--- src/design/htc_pkg.sv ---
// Shared constants, types and register codes of the hysteresis threshold controller.
package htc_pkg;

  localparam int unsigned HOLD_BITS  = 24;
  localparam int unsigned TICK_STEP  = 1;
  localparam int unsigned CNT_W      = HOLD_BITS + 2;
  localparam int unsigned SAMPLE_W   = 16;
  localparam int unsigned GAP_W      = 15;
  localparam int unsigned THR_W      = SAMPLE_W + 2;
  localparam int unsigned CFG_IDX_W  = 3;
  localparam int unsigned CFG_DATA_W = (HOLD_BITS > SAMPLE_W) ? HOLD_BITS : SAMPLE_W;

  typedef logic [HOLD_BITS-1:0]       hold_t;
  typedef logic signed [CNT_W-1:0]    cnt_t;
  typedef logic signed [THR_W-1:0]    thr_t;
  typedef logic signed [SAMPLE_W-1:0] sample_t;

  // Counter saturates at 2^(HOLD_BITS+1) - 1
  localparam cnt_t  CNT_TOP  = cnt_t'((64'd1 << (HOLD_BITS + 1)) - 64'd1);
  localparam hold_t HOLD_INF = '1;

  typedef enum logic [CFG_IDX_W-1:0] {
    REG_THRESHOLD_BASE  = 3'd0,
    REG_HYST_GAP        = 3'd1,
    REG_ACTIVE_ABOVE    = 3'd2,
    REG_ACTIVE_MEANS_ON = 3'd3,
    REG_ACTIVE_HOLD_MIN = 3'd4,
    REG_ACTIVE_HOLD_MAX = 3'd5,
    REG_IDLE_HOLD_MIN   = 3'd6,
    REG_IDLE_HOLD_MAX   = 3'd7
  } cfg_reg_e;

  typedef struct packed {
    sample_t           threshold_base;
    logic [GAP_W-1:0]  hyst_gap;
    logic              active_above;
    logic              active_means_on;
    hold_t             active_hold_min;
    hold_t             active_hold_max;
    hold_t             idle_hold_min;
    hold_t             idle_hold_max;
  } cfg_t;

  typedef struct packed {
    sample_t sample;
    logic    current_on;
    logic    manual_event;
    logic    active_reload_valid;
    hold_t   active_reload_ticks;
    logic    idle_reload_valid;
    hold_t   idle_reload_ticks;
  } item_t;

  typedef struct packed {
    logic toggle;
    logic new_on;
  } result_t;

endpackage

--- src/design/htc_if.sv ---
// Channel interfaces: sample input, decision output and configuration write.
interface htc_in_if import htc_pkg::*; ();
  logic    valid;
  logic    ready;
  sample_t sample;
  logic    current_on;
  logic    manual_event;
  logic    active_reload_valid;
  hold_t   active_reload_ticks;
  logic    idle_reload_valid;
  hold_t   idle_reload_ticks;

  modport source (output valid, sample, current_on, manual_event, active_reload_valid,
                  active_reload_ticks, idle_reload_valid, idle_reload_ticks,
                  input ready);
  modport sink (input valid, sample, current_on, manual_event, active_reload_valid,
                active_reload_ticks, idle_reload_valid, idle_reload_ticks,
                output ready);
endinterface

interface htc_out_if;
  logic valid;
  logic ready;
  logic toggle;
  logic new_on;

  modport source (output valid, toggle, new_on, input ready);
  modport sink (input valid, toggle, new_on, output ready);
endinterface

interface htc_cfg_if import htc_pkg::*; ();
  logic                  valid;
  logic                  ready;
  logic [CFG_IDX_W-1:0]  index;
  logic [CFG_DATA_W-1:0] data;

  modport source (output valid, index, data, input ready);
  modport sink (input valid, index, data, output ready);
endinterface

--- src/design/htc_core.sv ---
// Hold counter and switching decision for one item.
module htc_core import htc_pkg::*; (
  input  logic    clk_i,
  input  logic    rst_ni,
  input  logic    step_i,
  input  cfg_t    cfg_i,
  input  item_t   item_i,
  output result_t result_o
);

  cnt_t                    cnt_q, cnt_d;
  logic signed [CNT_W:0]   cnt_sum;
  cnt_t                    cnt_inc;
  logic                    in_active;
  hold_t                   hmin, hmax, rl_ticks;
  logic                    rl_valid;
  cnt_t                    hmin_c, hmax_c;
  thr_t                    base_x, gap_x, sample_x, deact, thr;
  logic                    region_below, past, expired;
  result_t                 res;

  always_comb begin
    cnt_sum = {cnt_q[CNT_W-1], cnt_q} + (CNT_W+1)'(TICK_STEP);
    // saturate at the top of the counter range
    if (cnt_sum > $signed({1'b0, CNT_TOP})) begin
      cnt_inc = CNT_TOP;
    end else begin
      cnt_inc = cnt_sum[CNT_W-1:0];
    end

    in_active = (item_i.current_on == cfg_i.active_means_on);
    hmin      = in_active ? cfg_i.active_hold_min : cfg_i.idle_hold_min;
    hmax      = in_active ? cfg_i.active_hold_max : cfg_i.idle_hold_max;
    rl_valid  = in_active ? item_i.active_reload_valid : item_i.idle_reload_valid;
    rl_ticks  = in_active ? item_i.active_reload_ticks : item_i.idle_reload_ticks;
    hmin_c    = $signed({2'b00, hmin});
    hmax_c    = $signed({2'b00, hmax});

    base_x   = $signed({{2{cfg_i.threshold_base[SAMPLE_W-1]}}, cfg_i.threshold_base});
    gap_x    = $signed({3'b000, cfg_i.hyst_gap});
    sample_x = $signed({{2{item_i.sample[SAMPLE_W-1]}}, item_i.sample});
    deact    = cfg_i.active_above ? (base_x - gap_x) : (base_x + gap_x);
    thr      = in_active ? deact : base_x;
    region_below = (in_active != cfg_i.active_above);

    past    = ((sample_x > thr) == region_below) && (cnt_inc > hmin_c);
    expired = (hmax != HOLD_INF) && (cnt_inc > hmax_c);

    cnt_d      = cnt_inc;
    res.toggle = 1'b0;
    if (item_i.manual_event) begin
      // override never toggles; it reloads the counter when the reload is valid
      if (rl_valid) begin
        cnt_d = hmin_c - $signed({2'b00, rl_ticks});
      end
    end else if (past || expired) begin
      cnt_d      = '0;
      res.toggle = 1'b1;
    end
    res.new_on = res.toggle ? !item_i.current_on : item_i.current_on;
  end

  always_ff @(posedge clk_i or negedge rst_ni) begin
    if (!rst_ni) begin
      cnt_q <= '0;
    end else if (step_i) begin
      cnt_q <= cnt_d;
    end
  end

  assign result_o = res;

endmodule

--- src/design/hysteresis_threshold_controller_top.sv ---
// Top level: configuration registers, input stage, decision core and output register.
// An item goes from the input stage to the result register; each holds one item.
// Throughput: one item per cycle while the output is not stalled by out_o.ready.
// The hold counter takes its next value as an item passes from the input stage to the result.
// Reset clears the hold counter, the valid flags and sets the registers to their defaults.
// Configuration writes are taken every cycle.
module hysteresis_threshold_controller_top import htc_pkg::*; (
  input  logic  clk_i,
  input  logic  rst_ni,
  htc_in_if.sink    in_i,
  htc_out_if.source out_o,
  htc_cfg_if.sink   cfg_i
);

  cfg_t    cfg_q;
  item_t   item_q;
  logic    s1_valid_q;
  logic    out_valid_q;
  result_t out_q;
  result_t res;
  logic    advance;

  assign cfg_i.ready = 1'b1;

  always_ff @(posedge clk_i or negedge rst_ni) begin
    if (!rst_ni) begin
      cfg_q.threshold_base  <= '0;
      cfg_q.hyst_gap        <= '0;
      cfg_q.active_above    <= 1'b1;
      cfg_q.active_means_on <= 1'b1;
      cfg_q.active_hold_min <= '0;
      cfg_q.active_hold_max <= HOLD_INF;
      cfg_q.idle_hold_min   <= '0;
      cfg_q.idle_hold_max   <= HOLD_INF;
    end else if (cfg_i.valid) begin
      unique case (cfg_reg_e'(cfg_i.index))
        REG_THRESHOLD_BASE:  cfg_q.threshold_base  <= cfg_i.data[SAMPLE_W-1:0];
        REG_HYST_GAP:        cfg_q.hyst_gap        <= cfg_i.data[GAP_W-1:0];
        REG_ACTIVE_ABOVE:    cfg_q.active_above    <= cfg_i.data[0];
        REG_ACTIVE_MEANS_ON: cfg_q.active_means_on <= cfg_i.data[0];
        REG_ACTIVE_HOLD_MIN: cfg_q.active_hold_min <= cfg_i.data[HOLD_BITS-1:0];
        REG_ACTIVE_HOLD_MAX: cfg_q.active_hold_max <= cfg_i.data[HOLD_BITS-1:0];
        REG_IDLE_HOLD_MIN:   cfg_q.idle_hold_min   <= cfg_i.data[HOLD_BITS-1:0];
        REG_IDLE_HOLD_MAX:   cfg_q.idle_hold_max   <= cfg_i.data[HOLD_BITS-1:0];
      endcase
    end
  end

  // move the staged item on when the result register is free or being drained
  assign advance    = s1_valid_q && (!out_valid_q || out_o.ready);
  assign in_i.ready = !s1_valid_q || advance;

  always_ff @(posedge clk_i or negedge rst_ni) begin
    if (!rst_ni) begin
      s1_valid_q  <= 1'b0;
      out_valid_q <= 1'b0;
    end else begin
      if (in_i.ready) begin
        s1_valid_q <= in_i.valid;
      end
      if (advance) begin
        out_valid_q <= 1'b1;
      end else if (out_o.ready) begin
        out_valid_q <= 1'b0;
      end
    end
  end

  always_ff @(posedge clk_i) begin
    if (in_i.ready && in_i.valid) begin
      item_q.sample              <= in_i.sample;
      item_q.current_on          <= in_i.current_on;
      item_q.manual_event        <= in_i.manual_event;
      item_q.active_reload_valid <= in_i.active_reload_valid;
      item_q.active_reload_ticks <= in_i.active_reload_ticks;
      item_q.idle_reload_valid   <= in_i.idle_reload_valid;
      item_q.idle_reload_ticks   <= in_i.idle_reload_ticks;
    end
    if (advance) begin
      out_q <= res;
    end
  end

  htc_core u_core (
    .clk_i    (clk_i),
    .rst_ni   (rst_ni),
    .step_i   (advance),
    .cfg_i    (cfg_q),
    .item_i   (item_q),
    .result_o (res)
  );

  assign out_o.valid  = out_valid_q;
  assign out_o.toggle = out_q.toggle;
  assign out_o.new_on = out_q.new_on;

endmodule

--- src/flat_wrapper.sv ---
// flat-port wrapper written by rule: the top's interface ports become plain ports
module hysteresis_threshold_controller_top_flat import htc_pkg::*;
  (clk_i, rst_ni, in_i_valid, in_i_sample, in_i_current_on, in_i_manual_event, in_i_active_reload_valid, in_i_active_reload_ticks, in_i_idle_reload_valid, in_i_idle_reload_ticks, in_i_ready, out_o_valid, out_o_toggle, out_o_new_on, out_o_ready, cfg_i_valid, cfg_i_index, cfg_i_data, cfg_i_ready);
  htc_in_if in_i_i ();
  htc_out_if out_o_i ();
  htc_cfg_if cfg_i_i ();
  input  logic clk_i;
  input  logic rst_ni;
  input wire logic [$bits(in_i_i.valid)-1:0] in_i_valid;
  input wire logic [$bits(in_i_i.sample)-1:0] in_i_sample;
  input wire logic [$bits(in_i_i.current_on)-1:0] in_i_current_on;
  input wire logic [$bits(in_i_i.manual_event)-1:0] in_i_manual_event;
  input wire logic [$bits(in_i_i.active_reload_valid)-1:0] in_i_active_reload_valid;
  input wire logic [$bits(in_i_i.active_reload_ticks)-1:0] in_i_active_reload_ticks;
  input wire logic [$bits(in_i_i.idle_reload_valid)-1:0] in_i_idle_reload_valid;
  input wire logic [$bits(in_i_i.idle_reload_ticks)-1:0] in_i_idle_reload_ticks;
  output wire logic [$bits(in_i_i.ready)-1:0] in_i_ready;
  output wire logic [$bits(out_o_i.valid)-1:0] out_o_valid;
  output wire logic [$bits(out_o_i.toggle)-1:0] out_o_toggle;
  output wire logic [$bits(out_o_i.new_on)-1:0] out_o_new_on;
  input wire logic [$bits(out_o_i.ready)-1:0] out_o_ready;
  input wire logic [$bits(cfg_i_i.valid)-1:0] cfg_i_valid;
  input wire logic [$bits(cfg_i_i.index)-1:0] cfg_i_index;
  input wire logic [$bits(cfg_i_i.data)-1:0] cfg_i_data;
  output wire logic [$bits(cfg_i_i.ready)-1:0] cfg_i_ready;
  assign in_i_i.valid = in_i_valid;
  assign in_i_i.sample = in_i_sample;
  assign in_i_i.current_on = in_i_current_on;
  assign in_i_i.manual_event = in_i_manual_event;
  assign in_i_i.active_reload_valid = in_i_active_reload_valid;
  assign in_i_i.active_reload_ticks = in_i_active_reload_ticks;
  assign in_i_i.idle_reload_valid = in_i_idle_reload_valid;
  assign in_i_i.idle_reload_ticks = in_i_idle_reload_ticks;
  assign in_i_ready = in_i_i.ready;
  assign out_o_valid = out_o_i.valid;
  assign out_o_toggle = out_o_i.toggle;
  assign out_o_new_on = out_o_i.new_on;
  assign out_o_i.ready = out_o_ready;
  assign cfg_i_i.valid = cfg_i_valid;
  assign cfg_i_i.index = cfg_i_index;
  assign cfg_i_i.data = cfg_i_data;
  assign cfg_i_ready = cfg_i_i.ready;
  hysteresis_threshold_controller_top u_core (.clk_i(clk_i), .rst_ni(rst_ni), .in_i(in_i_i), .out_o(out_o_i), .cfg_i(cfg_i_i));
endmodule
--- config.mk ---
export PLATFORM = sky130hd
export DESIGN_NAME = hysteresis_threshold_controller_top_flat
export DESIGN_NICKNAME = d
export VERILOG_FILES = /design/src/design/htc_pkg.sv /design/src/design/htc_if.sv /design/src/design/htc_core.sv /design/src/design/hysteresis_threshold_controller_top.sv /design/src/flat_wrapper.sv
export SDC_FILE = /design/constraint.sdc
export NUM_CORES = 1
export LEC_CHECK = 0
export BUFFER_PORTS_ARGS = -buffer_cell sky130_fd_sc_hd__buf_2
export CELL_PAD_IN_SITES_DETAIL_PLACEMENT = 0
export CELL_PAD_IN_SITES_GLOBAL_PLACEMENT = 1
export CORE_MARGIN = 2
export CORE_UTILIZATION = 40
export DETAILED_ROUTE_END_ITERATION = 10
export MAX_ROUTING_LAYER = met4
export PLACE_DENSITY_LB_ADDON = 0.12
export SYNTH_ARGS = -nofsm -noshare
export SYNTH_HDL_FRONTEND = slang
export SYNTH_SLANG_ARGS = --single-unit
--- constraint.sdc ---
create_clock -name clk_i -period 10.9 [get_ports clk_i]
set_input_delay 0.545 -clock clk_i [delete_from_list [all_inputs] [get_ports clk_i]]
set_output_delay 0.545 -clock clk_i [all_outputs]
set_load 0.02 [all_outputs]
; ---- Word-level counts from Yosys, hierarchy flattened
; Index checks and enable logic that the tools add are counted.
[totals]
register_bits = 227
inputBits = 100
elab_cells = 74
out_inout_bits = 5
[classes]
mux = 15
n_addsub = 4
n_eq_ne = 11
n_reduce_logical = 20
n_lt_le_gt_ge = 4
[ops]
columns = cell, n
row1 = two-way mux 26 bit, 4
row2 = two-way mux 24 bit, 3
row3 = > comparator 26 x 25 -> 1 bit, 2
row4 = two-way mux 18 bit, 2
row5 = "adder 26 x 2 -> 27 bit, second input constant", 1
row6 = "> comparator 27 x 26 -> 1 bit, second input constant", 1
row7 = subtractor 24 x 24 -> 25 bit, 1
row8 = "inequality test 24 bit, second input constant", 1
row9 = > comparator 16 x 18 -> 1 bit, 1
row10 = adder 16 x 16 -> 17 bit, 1
row11 = subtractor 16 x 16 -> 17 bit, 1
row12 = AND reduction 2 bit, 8
row13 = "== test 3 bit, second input constant", 4
row14 = "== test 3 x 2 -> 1 bit, second input constant", 2
row15 = two-way mux 1 bit, 6
row16 = logical AND 1 bit, 4
row17 = "== test 3 x 1 -> 1 bit, second input constant", 1
row18 = zero test 1 bit, 3
row19 = zero test 3 bit, 1
row20 = logical OR 1 bit, 3
row21 = == test 1 bit, 2
row22 = nonzero test 2 bit, 1
row23 = inequality test 1 bit, 1

; ---- Depth between registers and ports, before layout
; Gate-level depths: netlist (run 1).
[logic_depth]
depth_word = 10
depth_mapped = 27
ltp_nobuf = 26

; ---- Modules after synthesis
; A second synthesis (run 1) with hierarchy kept.
[hier_totals]
cells_unflattened = 1345
area_unflattened_um2 = 14400.1
[by_module_without_submodules]
columns = module, area_per_inst_um2, seq_area_each_um2, cells_each, n_inst
row1 = htc_core, 7201.9, 650.6, 983, 1
row2 = hysteresis_threshold_controller_top, 7198.2, 5442.7, 362, 1

; ---- Least setup slack after synthesis (run 1)
; No wires, ideal clock.
[synth_path]
path_type = reg-to-reg
from = register u_core.cfg_q[97] (netlist bit)
to = register u_core.out_q, in the netlist u_core.out_o.new_on (data pin)
setup_slack_ns = 5.404
stages_incl_launch_ff = 27
period_less_slack_ns = 5.496
n_path_buf = 3
arrival_time_ns = 5.236
required_time_ns = 10.640
setup_time_ns = 0.260
path_cell_list = dfstp_2 > clkbuf_1 > mux2_2 > inv_1 > ha_1 > nor2b_1 > o21ai_0 > nand2b_1 > a21o_1 > a31o_2 > a211oi_1 > nor3_1 > a2111oi_0 > mux2i_1 > nor2_1 > ha_1 > nand2_1 > nor4_1 > o221ai_1 > nand4_1 > a31oi_1 > xnor2_1 > a211o_1 > a21oi_2 > buf_6 > buf_6 > xor2_1
[synth_lines]
columns = element, line
row1 = "start, declared", hysteresis_threshold_controller_top.sv:15  ; cfg_t cfg_q;
row2 = "end signal, assigned", hysteresis_threshold_controller_top.sv:80  ; out_q <= res;
row3 = "end, declared", hysteresis_threshold_controller_top.sv:19  ; result_t out_q;

; ---- Worst setup path in the final report (run 1)
[layout_path]
from = register u_core.cfg_q[102] (netlist bit)
to = register u_core.u_core.cnt_q[12]
[layout_via]
elab_chain_cells = 9
word_cells_on_any_way = 10
cone_classes = add/sub (2) / order compare (1) / eq/ne (1) / mux (4) / reduce/logical (2)
[layout_lines]
columns = element, line
row1 = adder 16 x 16 -> 17 bit or subtractor 16 x 16 -> 17 bit (tied branches), htc_core.sv:42  ; deact = cfg_i.active_above ? (base_x - gap_x) : (base_x + gap_x);
row2 = two-way mux 18 bit (*), htc_core.sv:42
row3 = two-way mux 18 bit (*), htc_core.sv:43  ; thr = in_active ? deact : base_x;
row4 = > comparator 16 x 18 -> 1 bit (*), htc_core.sv:46  ; past = ((sample_x > thr) == region_below) && (cnt_inc > hmin_c);
row5 = == test 1 bit (*), htc_core.sv:46
row6 = logical AND 1 bit (*), htc_core.sv:46
row7 = logical OR 1 bit (*), htc_core.sv:56  ; end else if (past || expired) begin
row8 = two-way mux 26 bit (*), htc_core.sv:56
row9 = two-way mux 26 bit (*), htc_core.sv:51  ; if (item_i.manual_event) begin
row10 = "end signal, assigned", htc_core.sv:67  ; cnt_q <= cnt_d;
row11 = "end, declared", htc_core.sv:11  ; cnt_t cnt_q, cnt_d;
; Every way passes the cells marked *; elsewhere a longest branch is shown, timed or not.
; A chain may end at the register's enable or synchronous reset.

==> summary.md, run 1 <==
| Metric | Value |
|---|---|
| # DRC | 0 |
| Gates resized, CTS repair | 0 |
| Leakage | 6.799 nW |
| Transition time of the tightest slew-check pin | 0.9880 ns |
| RSZ-0062 raised after global routing | no |
| Num CTS Buffers | 28 |
| H-tree depth | 1 |
| DRT Pass-1 Iters | 5 |
| P_sw | 0.001710 W |
| Routed WL per cell | 20.26 um |
| Ant. Diodes | 0 |
| CTS Buffer Depth | 3 |
| Slew headroom | 33.43% |
| Run status | complete, no violations |
| Synth Flop Type | dfrtp_1 |
| Largest net degree at the start of global routing | 73 |
| Synth warn | 0 |
| Global-route wire length before repair | 59.48 mm |
| Post-synthesis cell count | 1329 |
| Combinational Power Share | 46.4% |
| Crit-path leading delay family | simple AND/OR/NAND/NOR gates |
| Antenna viol nets, final | 0 |
| Initial antenna violation count | 0 |
| Final Hold Vio Count | 0 |
| Setup TNS | 0 ns |
| Max frequency | 151.0 MHz |
| Number of core rows | 68 |
| Core box area | 34460 um2 |
| Synthesized area per cell | 10.52 um2 |
| Fin crit period | 6.620 ns |
| Crit path cell chain | or3_1 > nor4_1 > a21oi_1 > xnor2_1 > ha_1 > and3_1 > a211oi_1 > nor3_1 > a2111oi_0 > mux2i_1 > nor2_1 > ha_1 > nand2_1 > nor4_1 > o221ai_1 > nand4_1 > a31oi_1 > xnor2_1 > a211o_1 > a21oi_2 > buf_4 > nor3_2 > a221o_1 |
| Syn nets | 1537 |
| CTS tree | done |
| Synthesis-to-finish area growth | 14.37% |
| Fin. max-slew vios | 0 |
| Setup-failing EPs final | 0 |
| Die height | 190.9 um |
| Starting Density | 40.57% |
| Fill count | 3266 |
| Crit-path max FO | 21 |
| Worst setup SP type | flip-flop |
| Period utilization | 60.74% |
| Critical Path Max Stage Delay | 0.69 ns |
| PortBufs | 103 |
| Initial DRC count | 676 |
| Nature of the critical path endpoint | flip-flop |
| Sequential Power Share | 30.2% |
| GRT Total Usage | 21.89% |
| Vias in the first global route | 10270 |
| Slowest CP cell | nor4_1 |
| P_int | 0.002494 W |
| Final nets | 1629 |
| Clk pin slew, worst setup/hold paths | 0.07 ns |
| Ports | 105 |
| Max-cap violations | 0 |
| Worst EP arrival | 7.13 ns |
| WL final | 38.45 mm |
| Net Sw Frac | 40.67% |
| Pwr per Cell Area | 262.9 nW/um2 |
| Clock Skews | 0.01580 ns |
| Yosys reg bits | 227 |
| TritonCTS Sinks | 227 |
| Yosys cell types | 72 |
| Hold Crit Class | in2reg |
| Post-synth EDFFs | 70 |
| GPL Wtd Cong | 0.8672 |
| GRT Residual Overflow | 0 |
| Vias post-DR | 10460 |
| Post-synthesis cell area | 13980 um2 |
| PnR Total Power | 0.004204 W |
| Crit Path Class | reg2reg |
| Avg Vias per Cell | 5.511 |
| Die ar. | 36460 um2 |
| CP Buf/Inv Count | 1 |
| FFs w/ async S/R, synth | 69.16% |
| Die W | 190.9 um |
| Post-synthesis sequential area ratio | 43.59% |
| Crit path required time | 11.40 ns |
| Fraction of layout cells with a size suffix above 1 | 24.74% |
| Clock power share | 23.4% |
| Root Buffer | clkbuf_16 |
| Worst-Skew Late Latency | 0.58 ns |
| DP HPWL | 28.28 mm |
| VDD IR max | 0.1493 mV |
==> cells in the final DEF (no fill, tap or decap), types with 26 or more instances in the layout <==
| master | n |
|---|---|
| mux2i_1 | 49 |
| o21ai_0 | 37 |
| inv_1 | 46 |
| buf_2 | 102 |
| nand2_1 | 139 |
| dfrtp_1 | 107 |
| nand4_1 | 31 |
| clkbuf_16 | 29 |
| and2_1 | 31 |
| nand3_1 | 37 |
| edfxtp_1 | 70 |
| mux2_2 | 123 |
| xnor2_1 | 42 |
| nor2_1 | 67 |
| a21oi_1 | 63 |
| dfstp_2 | 50 |
| xor2_1 | 26 |
| ha_1 | 106 |
==> cell usage after synthesis (10+ instances only) <==
cell type / number / area share (%)
a221o_1: 10 / 0.72
or3_1: 10 / 0.45
nor2b_1: 10 / 0.45
edfxtp_1: 70 / 15
xor2_1: 27 / 1.7
o21ai_0: 37 / 1.3
ha_1: 106 / 9.5
o211ai_1: 10 / 0.54
xnor2_1: 43 / 2.7
and2_1: 32 / 1.4
mux2i_1: 49 / 3.5
clkbuf_1: 43 / 1.2
nand2b_1: 15 / 0.67
inv_1: 46 / 1.2
nand3_1: 37 / 1.3
nor4_1: 14 / 0.63
nand4_1: 31 / 1.4
dfstp_2: 50 / 9.4
a21oi_1: 63 / 2.3
o21a_1: 10 / 0.54
nor2_1: 67 / 1.8
dfrtp_1: 107 / 19
a211oi_1: 13 / 0.70
mux2_2: 123 / 9.9
a21o_1: 17 / 0.91
nor3_1: 19 / 0.68
nand2_1: 139 / 3.7
==> area by class of cell <==
cell class	instances	area (um2)	share of cell area [%]
clock buffer	34	764.5	4.781
clock inverter	18	226.5	1.416
inverter	46	172.7	1.080
multi-input combinational	1001	7533	47.12
sequential	227	6093	38.11
tap	455	569.3	3.561
timing repair buffer	117	629.4	3.936
==> per-stage QoR <==
| stage | setup slack [ns] | cells | hold slack [ns] | area [um2] | util (%) |
|---|---|---|---|---|---|
| final | 4.280 | 1898 | 0.1437 | 15990 | 46.40 |
| after CTS | 4.244 | 1898 | 0.1138 | 15990 | 46.40 |
| after global routing | 3.660 | 1898 | 0.1160 | 15990 | 46.40 |
| after detailed placement | 4.290 | 1845 | 0.4786 | 14990 | 43.50 |
| after floorplan | 5.404 | 1329 | 0.2494 | 13980 | - |
| after global placement | 4.368 | 1845 | 0.4765 | 14990 | 43.50 |
==> cells by family after synthesis <==
group,Yosys count,synth area share [%]
other cells,1,0.02682
simple gates,419,15.04
compound gates,231,10.89
buf+inv,101,2.882
flops,227,43.59
mux,172,13.42
fa+ha+maj,108,9.774
xor+xnor,70,4.386
==> routing by layer <==
| metal | GRT usage [%] | share of wire [%] | vias to the layer above |
|---|---|---|---|
| met5 | - | 0 | - |
| met4 | 6.321 | 3.0 | 0 |
| met3 | 2.680 | 3.5 | 68 |
| met2 | 34.14 | 46 | 201 |
| met1 | 29.99 | 48 | 5131 |
| li1 | - | - | 5059 |
==> flip-flops by register name, summed over array words and instances (netlist names) <==
name                 count
u_core.out_o.valid       1
u_core.s1_valid_q        1
u_core.u_core.cnt_q     26
u_core.cfg_q           129
u_core.out_o.toggle      1
u_core.out_o.new_on      1
u_core.item_q           68
==> power by group through the flow <==
| stage | sequential, W | combinational, W | clock (W) |
|---|---|---|---|
| final | 0.00127 | 0.00195 | 0.000984 |
| after global routing | 0.00129 | 0.00220 | 0.00105 |
| after CTS | 0.00126 | 0.00196 | 0.00101 |
| after detailed placement | 0.00128 | 0.00195 | 0 |
| after global placement | 0.00128 | 0.00194 | 0 |
| after floorplan | 0.00120 | 0.00148 | 0 |
==> final timing paths <==
| kind | to | slack, ns | cells after the start | from |
|---|---|---|---|---|
| min reg2reg | u_core.out_o.valid | 0.50 | 1 | u_core.s1_valid_q |
| max | u_core.u_core.cnt_q[12] | 4.28 | 23 | u_core.cfg_q[102] |
| max reg2reg | u_core.u_core.cnt_q[12] | 4.28 | 23 | u_core.cfg_q[102] |
| min in group asynchronous | u_core.cfg_q[95] | 0.48 | 2 | rst_ni |
| min | u_core.item_q[45] | 0.14 | 1 | in_i_active_reload_ticks[20] |
| max in group asynchronous | u_core.cfg_q[52] | 8.62 | 4 | rst_ni |
==> what timing repair did <==
action / 4_1_cts / 5_1_grt
buffers inserted: 0 / 0
hold buffers: 1 / 0
endpoints found under the hold margin: 39 / 0
No activity file was read; power rests on OpenSTA's default activity.
==> inputs of run 2 (changes only) <==
==> constraint.sdc (replaced) <==
create_clock -name clk_i -period 5.9 [get_ports clk_i]
set_input_delay 0.295 -clock clk_i [delete_from_list [all_inputs] [get_ports clk_i]]
set_output_delay 0.295 -clock clk_i [all_outputs]
set_load 0.02 [all_outputs]
==> run 2 against run 1 <==
Against the previous run:
- worst hold slack worse by 0.12 ns
- flip-flop and latch count stayed put
- critical path depth up 6
- total power grew 95%
- register-to-register slack got worse by 3.9 ns
- clock power up 86%
- wire length is 3.1% higher
- largest cell class unchanged
- largest power group unchanged
==> summary.md, run 2 (synthesis gave the netlist of run 1 again) <==
| Metric | Value |
|---|---|
| DP HPWL | 29.44 mm (+4.1%) |
| GRT Residual Overflow | 0 (unchanged) |
| Transition time of the tightest slew-check pin | 1.017 ns (+0.02937 ns) |
| CP dominant cell by count | ha_1 |
| Leakage | 7.455 nW (+9.6%) |
| Routed WL per cell | 19.54 um (-3.5%) |
| Die height | 190.9 um (unchanged) |
| Max-cap violations | 0 (unchanged) |
| DRT Pass-1 Iters | 5 (unchanged) |
| RSZ-0062 raised after global routing | no |
| Critical path destination | u_core.out_o.new_on |
| Slew headroom | 31.95% (-1.5 points) |
| Num CTS Buffers | 28 (unchanged) |
| Max frequency | 181.8 MHz (+20%) |
| Max reg flops | 129 (unchanged) |
| GPL Wtd Cong | 0.8554 (-1.4%) |
| Worst EP arrival | 5.78 ns (-1.35 ns) |
| Clock Skews | 0.01666 ns (+0.0008662 ns) |
| Largest Register | u_core.cfg_q |
| Slowest CP cell | dfrtp_1 |
| Vias in the first global route | 10980 (+6.9%) |
| R2R Path Start | u_core.cfg_q[98] |
| CTS Buffer Depth | 3 (unchanged) |
| Antenna viol nets, final | 0 (unchanged) |
| CTS tree | done |
| Initial antenna violation count | 0 (unchanged) |
| Setup-failing EPs final | 0 (unchanged) |
| Top Registers | u_core.cfg_q x129, u_core.item_q x68, u_core.u_core.cnt_q x26 |
| H-tree depth | 1 (unchanged) |
| WL final | 39.63 mm (+3.1%) |
| Capture point of the worst reg-to-reg path | u_core.out_o.new_on |
| Fin. max-slew vios | 0 (unchanged) |
| Fin util | 50.01% (+3.6 points) |
| Slack of the worst reg-to-reg path | 0.40 ns (-3.88 ns) |
| Worst setup SP type | flip-flop |
| Nature of the critical path endpoint | flip-flop |
| TritonCTS Sinks | 227 (unchanged) |
| Final nets | 1759 (+8.0%) |
| Largest net degree at the start of global routing | 76 (+4.1%) |
| Ports | 105 (unchanged) |
| Crit-path max FO | 6 (-71%) |
| Ant. Diodes | 0 (unchanged) |
| Pwr per Cell Area | 475.9 nW/um2 (+81%) |
| Run status | complete, no violations |
| DP Cell Count | 1906 (+3.3%) |
| Global-route wire length before repair | 62.29 mm (+4.7%) |
| Most common cell after layout, fill and taps aside | nand2_1 |
| GRT Total Usage | 22.77% (+0.87 points) |
| # DRC | 0 (unchanged) |
| Critical Path Max Stage Delay | 0.35 ns (-0.34 ns) |
| Die ar. | 36460 um2 (unchanged) |
| Layer with the highest usage | met2 |
| PnR Total Power | 0.008201 W (+95%) |
| Worst Setup SP | u_core.cfg_q[98] |
| GR Layer Usage met2 | 36.40% (+2.3 points) |
| Post-CTS Setup Bufs | 0 (unchanged) |
| Hold Worst Slack | 0.01965 ns (-0.1241 ns) |
| Met1 Use GR | 31.06% (+1.1 points) |
| Worst-Skew Late Latency | 0.56 ns (-0.02 ns) |
| Core box area | 34460 um2 (unchanged) |
| Crit Path Class | reg2reg |
| Fin crit period | 5.501 ns (-1.119 ns) |
| Crit path required time | 6.18 ns (-5.22 ns) |
| Avg Vias per Cell | 5.418 (-1.7%) |
| Number of core rows | 68 (unchanged) |
| Starting Density | 40.57% (unchanged) |
| Most frequent cells in the layout | nand2_1 (139), mux2_2 (123), dfrtp_1 (107) |
| Fill count | 3209 (-1.7%) |
| Met3 usage | 2.589% (-0.092 points) |
| Worst R2R Path Depth | 29 (+26%) |
| Synthesis-to-finish area growth | 23.27% |
| Hold Crit Class | in2reg |
| Clk pin slew, worst setup/hold paths | 0.06 ns (about the same) |
| Fraction of layout cells with a size suffix above 1 | 26.76% (+2.0 points) |
| VDD IR max | 0.2846 mV (+91%) |
| PortBufs | 103 (unchanged) |
| Die W | 190.9 um (unchanged) |
| Initial DRC count | 656 (-3.0%) |
| Root Buffer | clkbuf_16 |
| Post-placement setup slack | 0.08997 ns (-4.200 ns) |
| Final Hold Vio Count | 0 (unchanged) |
| Vias post-DR | 10990 (+5.1%) |
| Period utilization | 93.24% (+33 points) |
| Non-Filler Instances | 2028 (+6.8%) |
| Fin worst setup slack | 0.3987 ns (-3.881 ns) |
[run 2: changes by cell type in the layout (fill, tap and decap cells not counted), moves of 2 or more]
cell | previous run | this run
clkbuf_8 | 2 | 7
bufinv_16 | 3 | 0
clkinv_2 | 2 | 4
buf_4 | 13 | 71
buf_6 | 1 | 3
clkinvlp_4 | 5 | 1
clkinv_4 | 3 | 1
inv_6 | 3 | 0
clkbuf_16 | 29 | 35
dlygate4sd3_1 | 1 | 70
[run 2: area by class of cell]
| type | instances | area (um2) | share of cell area [%] |
|---|---|---|---|
| timing repair buffer | 247 | 1798 | 10.43 |
| clock buffer | 44 | 979.7 | 5.685 |
| tap | 455 | 569.3 | 3.304 |
| multi-input combinational | 1001 | 7571 | 43.93 |
| clock inverter | 8 | 48.80 | 0.2832 |
| sequential | 227 | 6093 | 35.36 |
| inverter | 46 | 172.7 | 1.002 |
[run 2: stage by stage]
step | area [um2] | setup TNS (ns)
detailed placement | 15460 | 0
floorplan | 13980 | 0
global placement | 15460 | 0
finish | 17230 | 0
CTS | 17190 | -0.003884
global route | 17230 | 0
[run 2: layer usage]
layer / vias to the layer above / share of wire, %
met5: - / 0
met4: 0 / 2.3
met3: 60 / 3.9
met2: 225 / 47
met1: 5387 / 47
li1: 5316 / -
[run 2: how the worst min path moves through the flow]
stage / from / to / slack, ns / depth (start not counted)
after floorplan: rst_ni / u_core.cfg_q[100] / -0.0006 / 0
after global placement: rst_ni / u_core.cfg_q[41] / 0.39 / 1
after detailed placement: rst_ni / u_core.cfg_q[93] / 0.39 / 1
after CTS: cfg_i_data[18] / u_core.cfg_q[42] / 0.002 / 2
after global routing: cfg_i_data[23] / u_core.cfg_q[95] / 0.01 / 2
final: cfg_i_data[18] / u_core.cfg_q[42] / 0.02 / 2
[run 2: repair_timing]
item / 4_1_cts / 5_1_grt
cloned: 0 / 0
setup endpoints to repair: 1 / 28
hold buffers: 70 / 0
resized for setup: 0 / 9
hold endpoints to repair: 122 / 0
pin swaps: 0 / 4
[run 2: critical path, delay by kind of cell (launching register included)]
kind	cells	cell delay, ns
multiplexers	2	0.45
buffers and inverters	6	0.75
adder cells (fa/ha/maj)	3	0.79
XOR/XNOR	2	0.26
AND/OR/NAND/NOR	7	0.70
AO/OA/AOI/OAI	9	1.91
flip-flops	1	0.35
[run 2: report_power, final]
part | total, W | internal [W] | switching, W
registers | 0.00231 | 0.00201 | 0.000308
logic | 0.00406 | 0.00184 | 0.00222
clock network | 0.00183 | 0.00114 | 0.000690
==> inputs of run 3 (changes only) <==
--- a/config.mk
+++ b/config.mk
@@ -10,6 +10,7 @@
 export CELL_PAD_IN_SITES_GLOBAL_PLACEMENT = 1
 export CORE_MARGIN = 2
 export CORE_UTILIZATION = 40
+export CTS_BUF_LIST = sky130_fd_sc_hd__clkbuf_8
 export DETAILED_ROUTE_END_ITERATION = 10
 export MAX_ROUTING_LAYER = met4
 export PLACE_DENSITY_LB_ADDON = 0.12
==> run 3 against run 2 <==
Against the previous run:
- final area rose by 0.47%
- flip-flop and latch count did not move
- worst setup slack got worse by 0.016 ns
- sequential power barely moved
- maximum frequency fell by 0.30%
- die area did not move
- via count rose by 1.2%
- worst hold slack improved by 0.027 ns
- count of clock-buffer cells in the layout rose by 7
- global-route usage rose by 0.49 points
- critical path type unchanged
- critical endpoint unchanged
- largest cell class unchanged
- largest power group unchanged
- highest routed layer unchanged
==> summary.md, run 3 (synthesis gave the netlist of run 1 again) <==
| Metric | Value |
|---|---|
| Max reg flops | 129 (unchanged) |
| Final nets | 1796 (+2.1%) |
| Transition time of the tightest slew-check pin | 1.020 ns (+0.002288 ns) |
| Fin. max-slew vios | 0 (unchanged) |
| Period utilization | 93.52% (+0.28 points) |
| Slack of the worst reg-to-reg path | 0.38 ns (-0.02 ns) |
| Crit-path max FO | 6 (unchanged) |
| CTS tree | done |
| Antenna viol nets, final | 0 (unchanged) |
| Hold Crit Class | in2reg |
| Starting Density | 40.57% (unchanged) |
| Top Registers | u_core.cfg_q x129, u_core.item_q x68, u_core.u_core.cnt_q x26 |
| DR top layer | met4 |
| Initial antenna violation count | 0 (unchanged) |
| Largest net degree at the start of global routing | 76 (unchanged) |
| PortBufs | 103 (unchanged) |
| Max frequency | 181.2 MHz (-0.30%) |
| Hold Path End | u_core.cfg_q[5] |
| DP HPWL | 29.44 mm (unchanged) |
| Nature of the critical path endpoint | flip-flop |
| Global-route wire length before repair | 62.69 mm (+0.65%) |
| Hold Worst Slack | 0.04707 ns (+0.02742 ns) |
| Worst-Skew Late Latency | 0.63 ns (+0.07 ns) |
| GPL Wtd Cong | 0.8554 (unchanged) |
| Capture point of the worst reg-to-reg path | u_core.out_o.new_on |
| Run status | complete, no violations |
| Slew headroom | 31.80% (-0.15 points) |
| Avg Vias per Cell | 5.349 (-1.3%) |
| Routed WL per cell | 19.34 um (-1.0%) |
| GRT Residual Overflow | 0 (unchanged) |
| Fraction of layout cells with a size suffix above 1 | 26.68% (-0.085 points) |
| Vias in the first global route | 11130 (+1.4%) |
| Hold Crit Start | cfg_i_data[5] |
| Num CTS Buffers | 43 (+54%) |
| H-tree depth | 2 (+1) |
| Metal3 WL | 1.660 mm (+6.1%) |
| Ant. Diodes | 0 (unchanged) |
| Crit path required time | 6.24 ns (+0.06 ns) |
| DRT Pass-1 Iters | 6 (+1) |
| Core box area | 34460 um2 (unchanged) |
| Worst setup SP type | flip-flop |
| CP Buf/Inv Count | 6 (unchanged) |
| Root Buffer | clkbuf_8 |
| Met2 wire len | 18.57 mm (+0.55%) |
| Most frequent cells in the layout | nand2_1 (139), mux2_2 (123), dfrtp_1 (107) |
| Ports | 105 (unchanged) |
| Die W | 190.9 um (unchanged) |
| Critical Path Max Stage Delay | 0.36 ns (about the same) |
| Final Cell Area | 17310 um2 (+0.47%) |
| Most common cell after layout, fill and taps aside | nand2_1 |
| Max-cap violations | 0 (unchanged) |
| Area after DPL | 15460 um2 (unchanged) |
| Vias post-DR | 11120 (+1.2%) |
| Setup-failing EPs final | 0 (unchanged) |
| CTS Buffer Depth | 3 (unchanged) |
| RSZ-0062 raised after global routing | no |
| Pwr per Cell Area | 460.8 nW/um2 (-3.2%) |
| Largest Register | u_core.cfg_q |
| CP dominant cell by count | ha_1 |
| WL final | 40.19 mm (+1.4%) |
| Leakage | 7.526 nW (+0.95%) |
| Final Hold Vio Count | 0 (unchanged) |
| Clk pin slew, worst setup/hold paths | 0.06 ns (about the same) |
| WL met1 | 18.97 mm (+1.4%) |
| Fin util | 50.25% (+0.24 points) |
| Crit-path leading delay family | compound AO/OA/AOI/OAI gates |
| Clock Skews | 0.03156 ns (+0.01490 ns) |
| Fin crit period | 5.518 ns (+0.01649 ns) |
| Number of core rows | 68 (unchanged) |
| Hold depth | 2 (unchanged) |
| Die ar. | 36460 um2 (unchanged) |
| Initial DRC count | 675 (+2.9%) |
| Slowest CP cell | dfrtp_1 |
| Crit Path Class | reg2reg |
| GRT Total Usage | 23.26% (+0.49 points) |
| # DRC | 0 (unchanged) |
| Worst EP arrival | 5.86 ns (+0.08 ns) |
| Die height | 190.9 um (unchanged) |
| Worst R2R Path Depth | 29 (unchanged) |
| VDD IR max | 0.2512 mV (-12%) |
| Post-CTS Setup Bufs | 0 (unchanged) |
| Synthesis-to-finish area growth | 23.85% |
| TritonCTS Sinks | 227 (unchanged) |
| R2R Path Start | u_core.cfg_q[98] |
## run 3: changes by cell type in the layout (fill, tap and decap cells not counted)
cell and delta:
bufinv_16 +2, clkbuf_1 -2, clkbuf_16 -35, clkbuf_8 +44, clkinv_1 +9, clkinv_2 +2
clkinv_4 -1, dlygate4sd3_1 +22, inv_1 +9, inv_4 -2, inv_8 +2
## run 3: area by class of cell
type	instances	area [um2]
multi-input combinational	1001	7571
inverter	46	172.7
fill	3230	17140
clock buffer	51	701.9
sequential	227	6093
timing repair buffer	269	2018
tap	455	569.3
clock inverter	29	187.7
## run 3: metrics by stage
stage	power (W)	worst slack, ns	setup TNS [ns]	cells
global route	0.008648	0.01883	0	2078
CTS	0.007993	-0.02112	-0.07216	2078
detailed placement	0.006293	0.08997	0	1906
finish	0.007978	0.3822	0	2078
floorplan	0.004949	0.4035	0	1329
global placement	0.006252	0.1706	0	1906
## run 3: worst max path at each step
stage / start / end / slack (ns) / cells past startpoint
floorplan: u_core.cfg_q[97] / u_core.out_o.new_on / 0.40 / 26
global placement: u_core.cfg_q[98] / u_core.out_o.new_on / 0.17 / 29
detailed placement: u_core.cfg_q[98] / u_core.u_core.cnt_q[18] / 0.09 / 28
CTS: u_core.cfg_q[98] / u_core.u_core.cnt_q[18] / -0.02 / 28
global route: u_core.cfg_q[98] / u_core.u_core.cnt_q[2] / 0.02 / 30
finish: u_core.cfg_q[98] / u_core.out_o.new_on / 0.38 / 29
## run 3: timing repair
item	4_1_cts	5_1_grt
pin swaps	0	4
hold buffers	92	0
gates resized for setup	0	9
hold endpoints to repair	205	0
endpoints found under the setup margin	7	28
## run 3: metal layers
layer	GRT usage [%]	vias up
li1	-	5401
met1	30.93	5429
met2	36.37	224
met3	4.112	62
met4	6.798	0
met5	-	-
## run 3: where the power goes
part,internal (W),leakage [nW],switching (W)
logic,0.00185,4.54,0.00222
registers,0.00201,2.49,0.000311
clock network,0.000880,0.493,0.000715
## run 3: worst reg2reg max path, delay by kind of cell, from the launching register on
family | cells | cell delay, ns
simple gates | 7 | 0.74
xor+xnor | 2 | 0.25
fa+ha+maj | 3 | 0.80
buf+inv | 6 | 0.75
compound gates | 9 | 1.90
mux | 2 | 0.45
flops | 1 | 0.36
